**src/rtl/core/ttdw_pkg.sv**
```systemverilog
// Shared types, constants and the arctangent table of the waypoint controller.
package ttdw_pkg;

  // Number of vectoring iterations; the table below supports 8 to 24.
  localparam int unsigned CORDIC_STEPS = 16;
  localparam int unsigned ITER_W       = 5;
  localparam logic [ITER_W-1:0] CORDIC_LAST = ITER_W'(CORDIC_STEPS - 1);

  localparam int unsigned COORD_W = 16;
  localparam int unsigned DELTA_W = 17;
  localparam int unsigned STEP_W  = 24;
  localparam int unsigned SCALE_W = 16;
  localparam int unsigned POWER_W = 15;
  localparam int unsigned ANGLE_W = 16;

  // Square root operand: (dx*dx + dy*dy) * 256 needs 42 bits, the root 21.
  localparam int unsigned SUMSQ_W = 34;
  localparam int unsigned RAD_W   = 42;
  localparam int unsigned ROOT_W  = 21;
  localparam logic [ITER_W-1:0] ROOT_LAST = ITER_W'(ROOT_W - 1);

  // CORDIC vector and angle widths; the angle is kept modulo one turn.
  localparam int unsigned VEC_W = 28;
  localparam int unsigned ZACC_W = 24;
  localparam logic [ZACC_W-1:0] HALF_TURN_Z = 24'h800000;

  // Shared multiplier operand and product widths.
  localparam int unsigned MUL_A_W = 21;
  localparam int unsigned MUL_B_W = 16;
  localparam int unsigned PROD_W  = MUL_A_W + MUL_B_W;

  localparam logic [ANGLE_W-1:0] ANGLE_UP   = 16'd16384;
  localparam logic [ANGLE_W-1:0] ANGLE_DOWN = 16'd49152;

  // Configuration register indexes.
  localparam logic [1:0] CFG_DIST_SCALE  = 2'd0;
  localparam logic [1:0] CFG_TURN_SCALE  = 2'd1;
  localparam logic [1:0] CFG_DRIVE_POWER = 2'd2;

  // Item kinds carried in tuser.
  localparam logic ACT_GOTO = 1'b0;
  localparam logic ACT_TICK = 1'b1;

  typedef enum logic [1:0] {
    MODE_STOP    = 2'd0,
    MODE_TURN    = 2'd1,
    MODE_FORWARD = 2'd2
  } mode_e;

  typedef enum logic [6:0] {
    SEQ_IDLE = 7'b0000001,
    SEQ_SQX  = 7'b0000010,
    SEQ_SQY  = 7'b0000100,
    SEQ_SUM  = 7'b0001000,
    SEQ_WAIT = 7'b0010000,
    SEQ_MULD = 7'b0100000,
    SEQ_MULT = 7'b1000000
  } seq_e;

  // Start/done pair between the sequencer and an iterative unit.
  typedef struct packed {
    logic start;
    logic done;
  } unit_ctl_t;

  // atan(2^-i) in 2^-24 turns.
  function automatic logic [ZACC_W-1:0] atan_lut(input logic [ITER_W-1:0] idx);
    logic [ZACC_W-1:0] val;
    case (idx)
      5'd0:    val = 24'd2097152;
      5'd1:    val = 24'd1238021;
      5'd2:    val = 24'd654136;
      5'd3:    val = 24'd332050;
      5'd4:    val = 24'd166669;
      5'd5:    val = 24'd83416;
      5'd6:    val = 24'd41718;
      5'd7:    val = 24'd20860;
      5'd8:    val = 24'd10430;
      5'd9:    val = 24'd5215;
      5'd10:   val = 24'd2608;
      5'd11:   val = 24'd1304;
      5'd12:   val = 24'd652;
      5'd13:   val = 24'd326;
      5'd14:   val = 24'd163;
      5'd15:   val = 24'd81;
      5'd16:   val = 24'd41;
      5'd17:   val = 24'd20;
      5'd18:   val = 24'd10;
      5'd19:   val = 24'd5;
      5'd20:   val = 24'd3;
      5'd21:   val = 24'd1;
      5'd22:   val = 24'd1;
      default: val = 24'd0;
    endcase
    return val;
  endfunction

endpackage

```
**src/rtl/core/ttdw_isqrt.sv**
```systemverilog
// Bit-serial integer square root, two radicand bits per cycle.
module ttdw_isqrt (
  input  logic                             clk_i,
  input  logic                             rst_ni,
  input  logic                             start_i,
  input  logic [ttdw_pkg::RAD_W-1:0]       rad_i,
  output logic                             done_o,
  output logic [ttdw_pkg::ROOT_W-1:0]      root_o
);

  logic                            busy_q, busy_d;
  logic [ttdw_pkg::ITER_W-1:0]     cnt_q, cnt_d;
  logic [ttdw_pkg::RAD_W-1:0]      rad_q, rad_d;
  logic [ttdw_pkg::ROOT_W+2:0]     rem_q, rem_d;
  logic [ttdw_pkg::ROOT_W-1:0]     root_q, root_d;
  logic [ttdw_pkg::ROOT_W+2:0]     rem_sh;
  logic [ttdw_pkg::ROOT_W+2:0]     trial;

  assign rem_sh = {rem_q[ttdw_pkg::ROOT_W:0], rad_q[ttdw_pkg::RAD_W-1 -: 2]};
  assign trial  = {1'b0, root_q, 2'b01};

  always_comb begin
    busy_d = busy_q;
    cnt_d  = cnt_q;
    rad_d  = rad_q;
    rem_d  = rem_q;
    root_d = root_q;
    if (start_i) begin
      busy_d = 1'b1;
      cnt_d  = '0;
      rad_d  = rad_i;
      rem_d  = '0;
      root_d = '0;
    end else if (busy_q) begin
      rad_d = {rad_q[ttdw_pkg::RAD_W-3:0], 2'b00};
      if (rem_sh >= trial) begin
        rem_d  = rem_sh - trial;
        root_d = {root_q[ttdw_pkg::ROOT_W-2:0], 1'b1};
      end else begin
        rem_d  = rem_sh;
        root_d = {root_q[ttdw_pkg::ROOT_W-2:0], 1'b0};
      end
      cnt_d = cnt_q + 1'b1;
      if (cnt_q == ttdw_pkg::ROOT_LAST) begin
        busy_d = 1'b0;
      end
    end
  end

  always_ff @(posedge clk_i or negedge rst_ni) begin
    if (!rst_ni) begin
      busy_q <= 1'b0;
      cnt_q  <= '0;
    end else begin
      busy_q <= busy_d;
      cnt_q  <= cnt_d;
    end
  end

  always_ff @(posedge clk_i) begin
    rad_q  <= rad_d;
    rem_q  <= rem_d;
    root_q <= root_d;
  end

  assign done_o = ~busy_q;
  assign root_o = root_q;

endmodule

```
**src/rtl/core/ttdw_cordic.sv**
```systemverilog
// Iterative CORDIC vectoring unit that yields the bearing in 2^-24 turns.
module ttdw_cordic (
  input  logic                               clk_i,
  input  logic                               rst_ni,
  input  logic                               start_i,
  input  logic signed [ttdw_pkg::DELTA_W-1:0] dx_i,
  input  logic signed [ttdw_pkg::DELTA_W-1:0] dy_i,
  output logic                               done_o,
  output logic [ttdw_pkg::ZACC_W-1:0]        z_o
);

  logic                               busy_q, busy_d;
  logic [ttdw_pkg::ITER_W-1:0]        cnt_q, cnt_d;
  logic signed [ttdw_pkg::VEC_W-1:0]  x_q, x_d, y_q, y_d;
  logic [ttdw_pkg::ZACC_W-1:0]        z_q, z_d;
  logic signed [ttdw_pkg::VEC_W-1:0]  x_sh, y_sh;
  logic signed [ttdw_pkg::DELTA_W-1:0] dx_abs, dy_adj;
  logic [ttdw_pkg::ZACC_W-1:0]        atan_val;

  assign x_sh     = x_q >>> cnt_q;
  assign y_sh     = y_q >>> cnt_q;
  assign atan_val = ttdw_pkg::atan_lut(cnt_q);

  // A target behind the robot is pre-rotated by half a turn.
  assign dx_abs = dx_i[ttdw_pkg::DELTA_W-1] ? -dx_i : dx_i;
  assign dy_adj = dx_i[ttdw_pkg::DELTA_W-1] ? -dy_i : dy_i;

  always_comb begin
    busy_d = busy_q;
    cnt_d  = cnt_q;
    x_d    = x_q;
    y_d    = y_q;
    z_d    = z_q;
    if (start_i) begin
      busy_d = 1'b1;
      cnt_d  = '0;
      x_d    = {{(ttdw_pkg::VEC_W-ttdw_pkg::DELTA_W-8){dx_abs[ttdw_pkg::DELTA_W-1]}},
                dx_abs, 8'h00};
      y_d    = {{(ttdw_pkg::VEC_W-ttdw_pkg::DELTA_W-8){dy_adj[ttdw_pkg::DELTA_W-1]}},
                dy_adj, 8'h00};
      z_d    = dx_i[ttdw_pkg::DELTA_W-1] ? ttdw_pkg::HALF_TURN_Z : '0;
    end else if (busy_q) begin
      if (y_q > 0) begin
        x_d = x_q + y_sh;
        y_d = y_q - x_sh;
        z_d = z_q + atan_val;
      end else begin
        x_d = x_q - y_sh;
        y_d = y_q + x_sh;
        z_d = z_q - atan_val;
      end
      cnt_d = cnt_q + 1'b1;
      if (cnt_q == ttdw_pkg::CORDIC_LAST) begin
        busy_d = 1'b0;
      end
    end
  end

  always_ff @(posedge clk_i or negedge rst_ni) begin
    if (!rst_ni) begin
      busy_q <= 1'b0;
      cnt_q  <= '0;
    end else begin
      busy_q <= busy_d;
      cnt_q  <= cnt_d;
    end
  end

  always_ff @(posedge clk_i) begin
    x_q <= x_d;
    y_q <= y_d;
    z_q <= z_d;
  end

  assign done_o = ~busy_q;
  assign z_o    = z_q;

endmodule

```
**src/rtl/core/turn_then_drive_waypoint_controller_unit.sv**
```systemverilog
// Top level of the turn-then-drive waypoint controller: sequencer, shared multiplier, mode.
//
//  channel  | direction | handshake                     | payload
//  s_axis   | in        | s_axis_tvalid / s_axis_tready | tdata 128 b, tuser 1 b (kind)
//  m_axis   | out       | m_axis_tvalid / m_axis_tready | tdata 40 b
//  cfg      | in        | cfg_we_i (no wait)            | cfg_idx_i 2 b, cfg_data_i 16 b
//
// A tick item leaves the sequencer in IDLE, and a new item may follow once the result register is free.
// A goto item runs three multiplier passes for the squared distance, then the
// bit-serial square root (the CORDIC runs alongside it), two scaling multiplies
// and the result. The square root, not the CORDIC, sets how long the item waits.
// After reset the mode is STOP and the registers hold their documented values.
// The input is not ready while a goto item is at work or while the result
// register is full and not being taken.
module turn_then_drive_waypoint_controller_unit (
  input  logic                               clk_i,
  input  logic                               rst_ni,
  input  logic                               s_axis_tvalid,
  output logic                               s_axis_tready,
  // target_x, target_y, current_x, current_y, current_heading, turned_steps,
  // travelled_steps
  input  logic [127:0]                       s_axis_tdata,
  // action
  input  logic [0:0]                         s_axis_tuser,
  output logic                               m_axis_tvalid,
  input  logic                               m_axis_tready,
  // left_power, right_power, power_write, motors_off, clear_odometry, finished,
  // turn_right, 3 bits zero
  output logic [39:0]                        m_axis_tdata,
  input  logic                               cfg_we_i,
  input  logic [1:0]                         cfg_idx_i,
  input  logic [ttdw_pkg::SCALE_W-1:0]       cfg_data_i
);

  // Configuration registers.
  logic [ttdw_pkg::SCALE_W-1:0] dist_scale_q, turn_scale_q;
  logic [ttdw_pkg::POWER_W-1:0] drive_power_q;

  always_ff @(posedge clk_i or negedge rst_ni) begin
    if (!rst_ni) begin
      dist_scale_q  <= 16'd256;
      turn_scale_q  <= 16'd256;
      drive_power_q <= 15'd2500;
    end else if (cfg_we_i) begin
      unique case (cfg_idx_i)
        ttdw_pkg::CFG_DIST_SCALE:  dist_scale_q  <= cfg_data_i;
        ttdw_pkg::CFG_TURN_SCALE:  turn_scale_q  <= cfg_data_i;
        ttdw_pkg::CFG_DRIVE_POWER: drive_power_q <= cfg_data_i[ttdw_pkg::POWER_W-1:0];
        default: ;
      endcase
    end
  end

  // Input fields.
  logic signed [ttdw_pkg::COORD_W-1:0] tgt_x, tgt_y, cur_x, cur_y;
  logic [ttdw_pkg::ANGLE_W-1:0]        cur_head;
  logic [ttdw_pkg::STEP_W-1:0]         turned, travelled;
  logic signed [ttdw_pkg::DELTA_W-1:0] dx_in, dy_in;

  assign tgt_x     = s_axis_tdata[15:0];
  assign tgt_y     = s_axis_tdata[31:16];
  assign cur_x     = s_axis_tdata[47:32];
  assign cur_y     = s_axis_tdata[63:48];
  assign cur_head  = s_axis_tdata[79:64];
  assign turned    = s_axis_tdata[103:80];
  assign travelled = s_axis_tdata[127:104];
  assign dx_in = ttdw_pkg::DELTA_W'(tgt_x) - ttdw_pkg::DELTA_W'(cur_x);
  assign dy_in = ttdw_pkg::DELTA_W'(tgt_y) - ttdw_pkg::DELTA_W'(cur_y);

  ttdw_pkg::seq_e  seq_q, seq_d;
  ttdw_pkg::mode_e mode_q;
  logic [ttdw_pkg::STEP_W-1:0] turn_tgt_q, dist_tgt_q;
  logic                        rot_right_q;

  logic                        out_valid_q;
  logic signed [15:0]          out_left_q, out_right_q;
  logic                        out_pw_q, out_off_q, out_clr_q, out_fin_q, out_tr_q;

  logic in_acc, out_free, goto_acc, tick_acc, goto_done;

  assign out_free      = ~out_valid_q | m_axis_tready;
  assign s_axis_tready = (seq_q == ttdw_pkg::SEQ_IDLE) & out_free;
  assign in_acc        = s_axis_tvalid & s_axis_tready;
  assign goto_acc      = in_acc & (s_axis_tuser[0] == ttdw_pkg::ACT_GOTO);
  assign tick_acc      = in_acc & (s_axis_tuser[0] == ttdw_pkg::ACT_TICK);

  // Goto operands held while the item is at work.
  logic signed [ttdw_pkg::DELTA_W-1:0] dx_q, dy_q;
  logic [ttdw_pkg::ANGLE_W-1:0]        head_q;
  logic [15:0]                         dy_abs;

  always_ff @(posedge clk_i) begin
    if (goto_acc) begin
      dx_q   <= dx_in;
      dy_q   <= dy_in;
      head_q <= cur_head;
    end
  end

  assign dy_abs = 16'(dy_q[ttdw_pkg::DELTA_W-1] ? -dy_q : dy_q);

  // Iterative units.
  ttdw_pkg::unit_ctl_t root_ctl, cord_ctl;
  logic [ttdw_pkg::ROOT_W-1:0]  root;
  logic [ttdw_pkg::ZACC_W-1:0]  zacc;
  logic [ttdw_pkg::SUMSQ_W-1:0] acc_q;
  logic [ttdw_pkg::PROD_W-1:0]  prod_q;
  logic [ttdw_pkg::SUMSQ_W-1:0] sumsq;

  assign sumsq          = acc_q + ttdw_pkg::SUMSQ_W'(prod_q);
  assign root_ctl.start = (seq_q == ttdw_pkg::SEQ_SUM);
  assign cord_ctl.start = goto_acc;

  ttdw_isqrt u_isqrt (
    .clk_i   (clk_i),
    .rst_ni  (rst_ni),
    .start_i (root_ctl.start),
    .rad_i   ({sumsq, 8'h00}),
    .done_o  (root_ctl.done),
    .root_o  (root)
  );

  ttdw_cordic u_cordic (
    .clk_i   (clk_i),
    .rst_ni  (rst_ni),
    .start_i (cord_ctl.start),
    .dx_i    (dx_in),
    .dy_i    (dy_in),
    .done_o  (cord_ctl.done),
    .z_o     (zacc)
  );

  // Bearing rounded to 2^-16 turn, heading error and its magnitude.
  logic [ttdw_pkg::ZACC_W-1:0]  z_round;
  logic [ttdw_pkg::ANGLE_W-1:0] bear, head_err, err_mag;
  logic [ttdw_pkg::ANGLE_W-1:0] mag_q;
  logic                         dir_q;

  assign z_round  = zacc + 24'd128;
  assign bear     = (dx_q == '0) ? ((dy_q > 0) ? ttdw_pkg::ANGLE_UP : ttdw_pkg::ANGLE_DOWN)
                                 : z_round[ttdw_pkg::ZACC_W-1 -: ttdw_pkg::ANGLE_W];
  assign head_err = head_q - bear;
  assign err_mag  = head_err[ttdw_pkg::ANGLE_W-1] ? -head_err : head_err;

  // Shared multiplier, one product per cycle, but the turn product is held in MULT until the result is written.
  logic [ttdw_pkg::MUL_A_W-1:0] mul_a;
  logic [ttdw_pkg::MUL_B_W-1:0] mul_b;

  always_comb begin
    mul_a = '0;
    mul_b = '0;
    unique case (seq_q)
      ttdw_pkg::SEQ_IDLE: begin
        mul_a = ttdw_pkg::MUL_A_W'(dx_in[ttdw_pkg::DELTA_W-1] ? -dx_in : dx_in);
        mul_b = 16'(dx_in[ttdw_pkg::DELTA_W-1] ? -dx_in : dx_in);
      end
      // The y square is held through SQY so that SUM sees it beside the x square.
      ttdw_pkg::SEQ_SQX, ttdw_pkg::SEQ_SQY: begin
        mul_a = ttdw_pkg::MUL_A_W'(dy_abs);
        mul_b = dy_abs;
      end
      ttdw_pkg::SEQ_MULD: begin
        mul_a = root;
        mul_b = dist_scale_q;
      end
      ttdw_pkg::SEQ_MULT: begin
        mul_a = ttdw_pkg::MUL_A_W'(mag_q);
        mul_b = turn_scale_q;
      end
      default: ;
    endcase
  end

  logic [ttdw_pkg::STEP_W-1:0] dist_q;
  logic [ttdw_pkg::STEP_W-1:0] turn_sat;
  logic goto_ready;

  // Distance product shifted by 16 has at most 21 bits and never saturates.
  assign turn_sat = (|prod_q[ttdw_pkg::PROD_W-1:ttdw_pkg::STEP_W+8])
                    ? {ttdw_pkg::STEP_W{1'b1}} : prod_q[ttdw_pkg::STEP_W+7:8];
  assign goto_ready = root_ctl.done & cord_ctl.done;

  always_comb begin
    seq_d = seq_q;
    unique case (seq_q)
      ttdw_pkg::SEQ_IDLE: if (goto_acc) seq_d = ttdw_pkg::SEQ_SQX;
      ttdw_pkg::SEQ_SQX:  seq_d = ttdw_pkg::SEQ_SQY;
      ttdw_pkg::SEQ_SQY:  seq_d = ttdw_pkg::SEQ_SUM;
      ttdw_pkg::SEQ_SUM:  seq_d = ttdw_pkg::SEQ_WAIT;
      ttdw_pkg::SEQ_WAIT: if (goto_ready) seq_d = ttdw_pkg::SEQ_MULD;
      ttdw_pkg::SEQ_MULD: seq_d = ttdw_pkg::SEQ_MULT;
      ttdw_pkg::SEQ_MULT: if (out_free) seq_d = ttdw_pkg::SEQ_IDLE;
      default:            seq_d = ttdw_pkg::SEQ_IDLE;
    endcase
  end

  assign goto_done = (seq_q == ttdw_pkg::SEQ_MULT) & out_free;

  // In MULT the product register first holds the distance product; the turn
  // product lands in the next cycle and is held until the end of the item.
  logic turn_pend_q;

  always_ff @(posedge clk_i) begin
    if (seq_q != ttdw_pkg::SEQ_MULT || !turn_pend_q) begin
      prod_q <= mul_a * mul_b;
    end
    if (seq_q == ttdw_pkg::SEQ_SQX) begin
      acc_q <= ttdw_pkg::SUMSQ_W'(prod_q);
    end
    if (seq_q == ttdw_pkg::SEQ_WAIT && goto_ready) begin
      mag_q <= err_mag;
      dir_q <= ~head_err[ttdw_pkg::ANGLE_W-1];
    end
    if (seq_q == ttdw_pkg::SEQ_MULT && !turn_pend_q) begin
      dist_q <= ttdw_pkg::STEP_W'(prod_q[ttdw_pkg::PROD_W-1:16]);
    end
  end

  // The MULT state captures the turn product before it can finish.
  logic goto_fin;
  assign goto_fin = goto_done & turn_pend_q;

  always_ff @(posedge clk_i or negedge rst_ni) begin
    if (!rst_ni) begin
      turn_pend_q <= 1'b0;
    end else begin
      turn_pend_q <= (seq_q == ttdw_pkg::SEQ_MULT) & ~goto_fin;
    end
  end

  ttdw_pkg::seq_e seq_n;
  assign seq_n = (seq_q == ttdw_pkg::SEQ_MULT && !goto_fin) ? ttdw_pkg::SEQ_MULT : seq_d;

  // Tick decision.
  logic signed [15:0] pwr_pos, pwr_neg;
  logic signed [15:0] t_left, t_right;
  logic               t_pw, t_off;
  ttdw_pkg::mode_e    t_mode;

  assign pwr_pos = {1'b0, drive_power_q};
  assign pwr_neg = -pwr_pos;

  always_comb begin
    t_left  = '0;
    t_right = '0;
    t_pw    = 1'b0;
    t_off   = 1'b0;
    t_mode  = mode_q;
    unique case (mode_q)
      ttdw_pkg::MODE_TURN: begin
        if (turned < turn_tgt_q) begin
          t_pw    = 1'b1;
          t_left  = rot_right_q ? pwr_pos : pwr_neg;
          t_right = rot_right_q ? pwr_neg : pwr_pos;
        end else begin
          t_mode = ttdw_pkg::MODE_FORWARD;
        end
      end
      ttdw_pkg::MODE_FORWARD: begin
        if (travelled < dist_tgt_q) begin
          t_pw    = 1'b1;
          t_left  = pwr_pos;
          t_right = pwr_pos;
        end else begin
          t_off  = 1'b1;
          t_mode = ttdw_pkg::MODE_STOP;
        end
      end
      default: begin
        t_off  = 1'b1;
        t_mode = ttdw_pkg::MODE_STOP;
      end
    endcase
  end

  always_ff @(posedge clk_i or negedge rst_ni) begin
    if (!rst_ni) begin
      seq_q       <= ttdw_pkg::SEQ_IDLE;
      mode_q      <= ttdw_pkg::MODE_STOP;
      turn_tgt_q  <= '0;
      dist_tgt_q  <= '0;
      rot_right_q <= 1'b1;
      out_valid_q <= 1'b0;
    end else begin
      seq_q <= seq_n;
      if (tick_acc) begin
        mode_q      <= t_mode;
        out_valid_q <= 1'b1;
      end else if (goto_fin) begin
        mode_q      <= ttdw_pkg::MODE_TURN;
        turn_tgt_q  <= turn_sat;
        dist_tgt_q  <= dist_q;
        rot_right_q <= dir_q;
        out_valid_q <= 1'b1;
      end else if (m_axis_tready) begin
        out_valid_q <= 1'b0;
      end
    end
  end

  always_ff @(posedge clk_i) begin
    if (tick_acc) begin
      out_left_q  <= t_left;
      out_right_q <= t_right;
      out_pw_q    <= t_pw;
      out_off_q   <= t_off;
      out_clr_q   <= 1'b0;
      out_fin_q   <= (t_mode == ttdw_pkg::MODE_STOP);
      out_tr_q    <= rot_right_q;
    end else if (goto_fin) begin
      out_left_q  <= '0;
      out_right_q <= '0;
      out_pw_q    <= 1'b0;
      out_off_q   <= 1'b0;
      out_clr_q   <= 1'b1;
      out_fin_q   <= 1'b0;
      out_tr_q    <= dir_q;
    end
  end

  assign m_axis_tvalid = out_valid_q;
  assign m_axis_tdata  = {3'b000, out_tr_q, out_fin_q, out_clr_q, out_off_q, out_pw_q,
                          out_right_q, out_left_q};

endmodule

```
**config.mk**
```make
export PLATFORM = sky130hd
export DESIGN_NAME = turn_then_drive_waypoint_controller_unit
export DESIGN_NICKNAME = d
export VERILOG_FILES = /design/src/rtl/core/ttdw_pkg.sv /design/src/rtl/core/ttdw_isqrt.sv /design/src/rtl/core/ttdw_cordic.sv /design/src/rtl/core/turn_then_drive_waypoint_controller_unit.sv
export SDC_FILE = /design/constraint.sdc
export NUM_CORES = 2
export LEC_CHECK = 0
export BUFFER_PORTS_ARGS = -buffer_cell sky130_fd_sc_hd__buf_2
export CORE_AREA = 10 10 314 316
export DETAILED_ROUTE_END_ITERATION = 10
export DIE_AREA = 0 0 324 326
export PLACE_DENSITY = 0.77
export RECOVER_POWER = 25
export SLEW_MARGIN = 25
export SYNTH_ARGS = -nofsm -noshare
export SYNTH_HDL_FRONTEND = slang
export SYNTH_SLANG_ARGS = --single-unit
```
**constraint.sdc**
```tcl
create_clock -name clk_i -period 14.15 [get_ports clk_i]
set_input_delay 1.415 -clock clk_i [delete_from_list [all_inputs] [get_ports clk_i]]
set_output_delay 1.415 -clock clk_i [all_outputs]
set_load 0.02 [all_outputs]
```
Word level (Yosys, flattened, before mapping)
Memory sizes are Yosys's and may differ from the RTL's.
Cells that the tools add are included.
Widths: inputs -> output; s select.

operators by class
  reduce and logical (&&, ||, !) cells = 20
  multiply operators = 1
  muxes and demuxes = 68
  eq/ne operators = 17
  bitwise logic cells = 16
  shift operators = 2
  order comparisons = 5
  add/subtract/negate cells = 20

operators by type and width
  kind                   count
  $mux 28                6
  $mux 16                10
  $mux 24                5
  $mux 42                2
  $pmux 21 s4            1
  $pmux 16 s2            2
  $pmux 16 s4            1
  $add 28x28->28         2
  $sshr 28x5->28         2
  $sub 28x28->28         2
  $pmux 7 s7             1
  $mul 21x16->37         1
  $add 34x34->34         1
  $mux 17                2
  $neg 17->17            2
  $sub 16x16->17         2
  $neg 16->16            2
  $mux 15                2
  $gt 28x1->1 const B    1
  $mux 7                 4
  $add 24x24->24         1
  $add 24x8->24 const B  1
  $ge 24x23->1           1
  $lt 24x21->1           1
  other kinds (42)       94

storage, ports and cells
  flip-flop bits (word level) = 469
  output and inout bits = 42
  bits of input ports = 152
  word-level logic and storage cells = 188
  memories = 1
  bits in read-only memories = 704

memory list
  memory           depth  width  rd ports  clocked after Yosys merged registers in  wr ports  line            text
  (no name shown)  32     22     1         0                                        0         ttdw_pkg.sv:69  case (idx)

Longest topological paths before layout
  depth in word-level cells = 8
  gate-level depth with buffers = 38
  gate-level depth less buffers = 37

Hierarchy
A second synthesis with hierarchy kept.

second synthesis, totals
  cell total of the unflattened synthesis = 4995
  area, all modules = 46612.2 um2

by module, submodules not included
  module                                    cells each  seq. area each (um2)  area an instance (um2)  times used
  turn_then_drive_waypoint_controller_unit  2958        8459.4                28509.8                 1
  ttdw_cordic                               1581        2392.3                13205.2                 1
  ttdw_isqrt                                456         2272.2                4897.2                  1

Least setup slack after synthesis
Ideal clock, no wire load.

  path type = input to register
  start = input s_axis_tdata[0]
  end = register prod_q[29] (netlist name) (data pin)
  library setup time = 0.261 ns
  path slack = 4.175 ns
  data arrival time = 9.714 ns
  stages on the path = 36
  path through = inv_1 > ha_1 > fa_1 > nor2b_1 > o21ai_1 > a211oi_1 > o21ai_0 > and2_0 > or4_1 > o21ai_0 > xor2_1 > o21ai_0 > clkbuf_1 > nand2_1 > fa_1 > inv_1 > fa_1 > inv_1 > fa_1 > inv_1 > fa_1 > inv_1 > fa_1 > inv_1 > fa_1 > ha_1 > a41oi_1 > o21ai_0 > a21o_1 > a21oi_1 > a21boi_0 > o31ai_1 > o21ai_0 > a21oi_1 > nor4bb_1 > a311o_1

between the ends
  longest elaborated chain between the ends = 5

RTL lines
  item                                        line                                             text
  from (decl)                                 turn_then_drive_waypoint_controller_unit.sv:22   input logic [127:0] s_axis_tdata,
  $sub 16x16->17 (*)                          turn_then_drive_waypoint_controller_unit.sv:67   assign dx_in = ttdw_pkg::DELTA_W'(tgt_x) - ttdw_pkg::DELTA_W'(cur_x);
  net dx_in, one bit                          turn_then_drive_waypoint_controller_unit.sv:58   logic signed [ttdw_pkg::DELTA_W-1:0] dx_in, dy_in;
  $neg 17->21 or $neg 17->17 (tied branches)  --
  $mux 21 or $mux 17 (tied branches)          --
  $pmux 21 s4 or $pmux 16 s4 (tied branches)  turn_then_drive_waypoint_controller_unit.sv:152  unique case (seq_q)
  $mul 21x16->37 (*)                          turn_then_drive_waypoint_controller_unit.sv:205  prod_q <= mul_a * mul_b;
  to (signal assigned)                        turn_then_drive_waypoint_controller_unit.sv:205
  to (decl)                                   turn_then_drive_waypoint_controller_unit.sv:107  logic [ttdw_pkg::PROD_W-1:0] prod_q;

Mark *: on every way through the listed nets, which the timed path passes. The rest lies on a longest branch.
A chain may end at the register's enable or synchronous reset.

Final worst setup path
  start = input s_axis_tdata[4]
  end = register prod_q[35] (netlist name) (data pin)

between the ends
  longest elaborated chain between the ends = 5

RTL lines
  item                                        line
  $sub 16x16->17 (*)                          turn_then_drive_waypoint_controller_unit.sv:67
  $neg 17->21 or $neg 17->17 (tied branches)  --
  $mux 21 or $mux 17 (tied branches)          --
  $pmux 21 s4 or $pmux 16 s4 (tied branches)  turn_then_drive_waypoint_controller_unit.sv:152
  $mul 21x16->37 (*)                          turn_then_drive_waypoint_controller_unit.sv:205

Mark *: on every way between the ends. The rest lies on a longest branch, timed or not.

==> metrics.md <==
| Metric | Value |
|---|---|
| Drt wl/cell | 21.4 um |
| Initial antenna violation count | 4 |
| CP Launch Type | primary input |
| Detailed Route WL | 135000 um |
| Setup WS pre-CTS | 2.67 ns |
| Root Driver | clkbuf_16 |
| Max-slew headroom | -150% |
| Final HPWL DP | 104000 um |
| TritonCTS clock tree | yes |
| Placed cell areas | 0.0478 sq mm |
| CTS H-tree depth | 2 |
| Ys flop type | edfxtp_1 |
| FFs w/ async S/R, synth | 24.8% |
| Die area | 0.106 sq mm |
| First-pass DRT Iterations | 6 |
| Fill cells | 8247 |
| Setup ws final | 3.12 ns |
| Layout cells sized above 1 | 10.8% |
| Type of the worst setup path | primary input to flip-flop |
| Worst Hold Class | flip-flop to flip-flop |
| Number of enable flip-flop cells after synthesis | 292 |
| Inst Count DP | 6220 |
| Core Box Area | 0.0925 sq mm |
| I/O pins | 194 |
| Final setup vio count | 0 |
| Post-synth top area share | 19.2% |
| M3 GR Usage | 5.03% |
| CP Max Fanout | 25 |
| Number of global-route vias before repair | 37969 |
| Mapped Area | 0.0457 sq mm |
| Multi-input combinational cell area | 0.0300 sq mm |
| WP data required | 14.57 ns |
| # clock sinks | 468 |
| Non-Filler Instances | 6325 |
| # rows | 112 |
| CTS resizes | 0 |
| GP Congestion | 1.01 |
| Count of cell types in the netlist | 104 |
| Largest area contributor in the netlist | edfxtp_1 |
| Clock-pin slew on the worst setup and hold paths | 0.06 ns |
| Status | complete, but fails checks |
| Area contributors post-synth | edfxtp_1, fa_1, ha_1, dfrtp_1, nand2_1 |
| Die Y | 326 um |
| Total CTS buffers | 53 |
| Slowest CP cell | nand2_1 |
| Most used routing layer | met2 |
| Reg area | 0.0129 sq mm |
| Starting Density | 49.5% |
| DIE WIDTH | 324 um |
| Hold_buf cts | 0 |
| First-pass GRT wire length | 211000 um |
| Nets | 5856 |
| Fin crit share | 77.9% |
| Failing checks | capacitance limit, slew limit |
| Post-synthesis sequential area ratio | 28.2% |
| Setup Fix Bufs, Post-CTS | 0 |
| FF-to-FF path depth | 30 |
| Vias/cell | 6.14 |
| GR Util met2 | 41.1% |
| Antenna Violating Nets Remaining | 0 |
| Worst-Margin Slew | 3.75 ns |
| Hold depth | 2 |
| Congestion Overflow GR | 0 |
| Fin crit period | 11.03 ns |
| Synthesis-stage register bit count | 468 |
| Yosys Warn Count | 0 |
| Post-Syn Instances | 5003 |
| Worst Skew | 0.0467 ns |
| DR vias | 38806 |
| Setup TNS | 0 ns |
| Remaining DRCs | 0 |
| Fin area | 0.0496 sq mm |
| GRT met1 Usage | 31.0% |
| GRT Overall Usage | 24.9% |
| Area Growth Syn to Fin | 8.47% |
| Skew-Pair Late Insertion Delay | 0.65 ns |
| Slowest stage delay, CP | 0.74 ns |
| Most frequent cells in the layout | nand2_1, inv_1, ha_1 |
| Fin. Hold Viols | 0 |
| Max Cap Violations | 4 |
| Max Root-Sink Buffers | 3 |
| Critical Path AT | 11.45 ns |
| Mean post-synth cell area | 9.14 sq um |
| RSZ-0062 raised after global routing | false |
| Commonest non-fill, non-tap cell in the layout | nand2_1 |
| Worst setup EP type | flip-flop |
| Pins Over Slew Limit | 171 |
| Fmax | 90.7 MHz |
| Initial detailed-routing violation count | 4063 |
| Largest net degree at the start of global routing | 91 |
| Top cell by count, worst path | fa_1 |
| Port Buffers | 190 |
-- registers in the layout, indices dropped and copies added, names as in the netlist, 7 cells and up --
signal and cells:
dist_q 21, out_left_q 15, turn_scale_q 16, u_isqrt.rem_q 22, turn_tgt_q 24, dist_scale_q 16
seq_q 7, u_cordic.x_q 28, mag_q 16, prod_q 37, acc_q 34, drive_power_q 15
out_right_q 16, u_isqrt.rad_q 34, u_cordic.z_o 24, u_cordic.y_q 28, dist_tgt_q 21, dx_q 17
head_q 16, dy_q 17, u_isqrt.root_o 21
-- cell families (layout without fill, tap and decap cells) --
| group | after synthesis | count (layout) | share of synthesized area [%] |
|---|---|---|---|
| XOR/XNOR | 295 | 295 | 5.65 |
| AND/OR/NAND/NOR | 1446 | 1446 | 15.0 |
| multiplexers | 231 | 231 | 6.62 |
| adder cells (fa/ha/maj) | 624 | 624 | 21.5 |
| other | 1 | 6 | 0.00820 |
| buffers and inverters | 754 | 874 | 6.53 |
| flip-flops | 468 | 468 | 28.2 |
| AO/OA/AOI/OAI | 1184 | 1184 | 16.5 |
-- final cells by class --
type	count	share of cell area (%)
inverters	515	3.90
diodes	3	0.0151
flip-flops and latches	468	26.0
repair buffers	259	2.95
multi-input cells	3783	60.4
clock inverters	42	0.913
well taps	1197	3.02
clock buffers	58	2.82
-- worst max-delay path: cells and delay by family --
kind / cells / cell delay, ns
AO/OA/AOI/OAI: 15 / 3.79
adder cells (fa/ha/maj): 8 / 3.47
buffers and inverters: 6 / 1.17
AND/OR/NAND/NOR: 5 / 1.58
-- synth_stat cells (all sizes together) (87+ instances only) --
master    n
clkbuf  177
nand3    87
a21oi   281
mux2i   113
xor2    117
o21ai   322
fa      271
edfxtp  292
xnor2   178
dfrtp   107
a21o    107
nor2    328
nand2   537
inv     515
ha      353
-- path summary, 6_finish.rpt --
| path | start | endpoint | slack [ns] |
|---|---|---|---|
| hold / removal | out_clr_q | out_clr_q | 0.45 |
| setup reg to reg | dy_q[4] | prod_q[35] | 4.82 |
| setup / recovery | s_axis_tdata[4] | prod_q[35] | 3.12 |
| min in group asynchronous | rst_ni | dist_tgt_q[8] | 1.71 |
| max in group asynchronous | rst_ni | u_cordic.cnt_q[1] | 7.22 |
| hold reg to reg | out_clr_q | out_clr_q | 0.45 |
-- per-stage QoR --
step,hold slack [ns],utilization [%]
3_5_place_dp,0.437,51.6
6_report,0.450,53.7
4_1_cts,0.449,53.6
2_1_floorplan,0.423,-
3_3_place_gp,0.429,51.6
5_1_grt,0.474,53.6
-- metal layers --
| layer | vias up | wire length, um |
|---|---|---|
| li1 | 17778 | - |
| met1 | 18767 | 52800 |
| met2 | 1847 | 62900 |
| met3 | 408 | 11900 |
| met4 | 6 | 7600 |
| met5 | - | 44 |
Power is not shown: default switching activity piles up to over one toggle a cycle in this logic, so the estimate is an artifact.
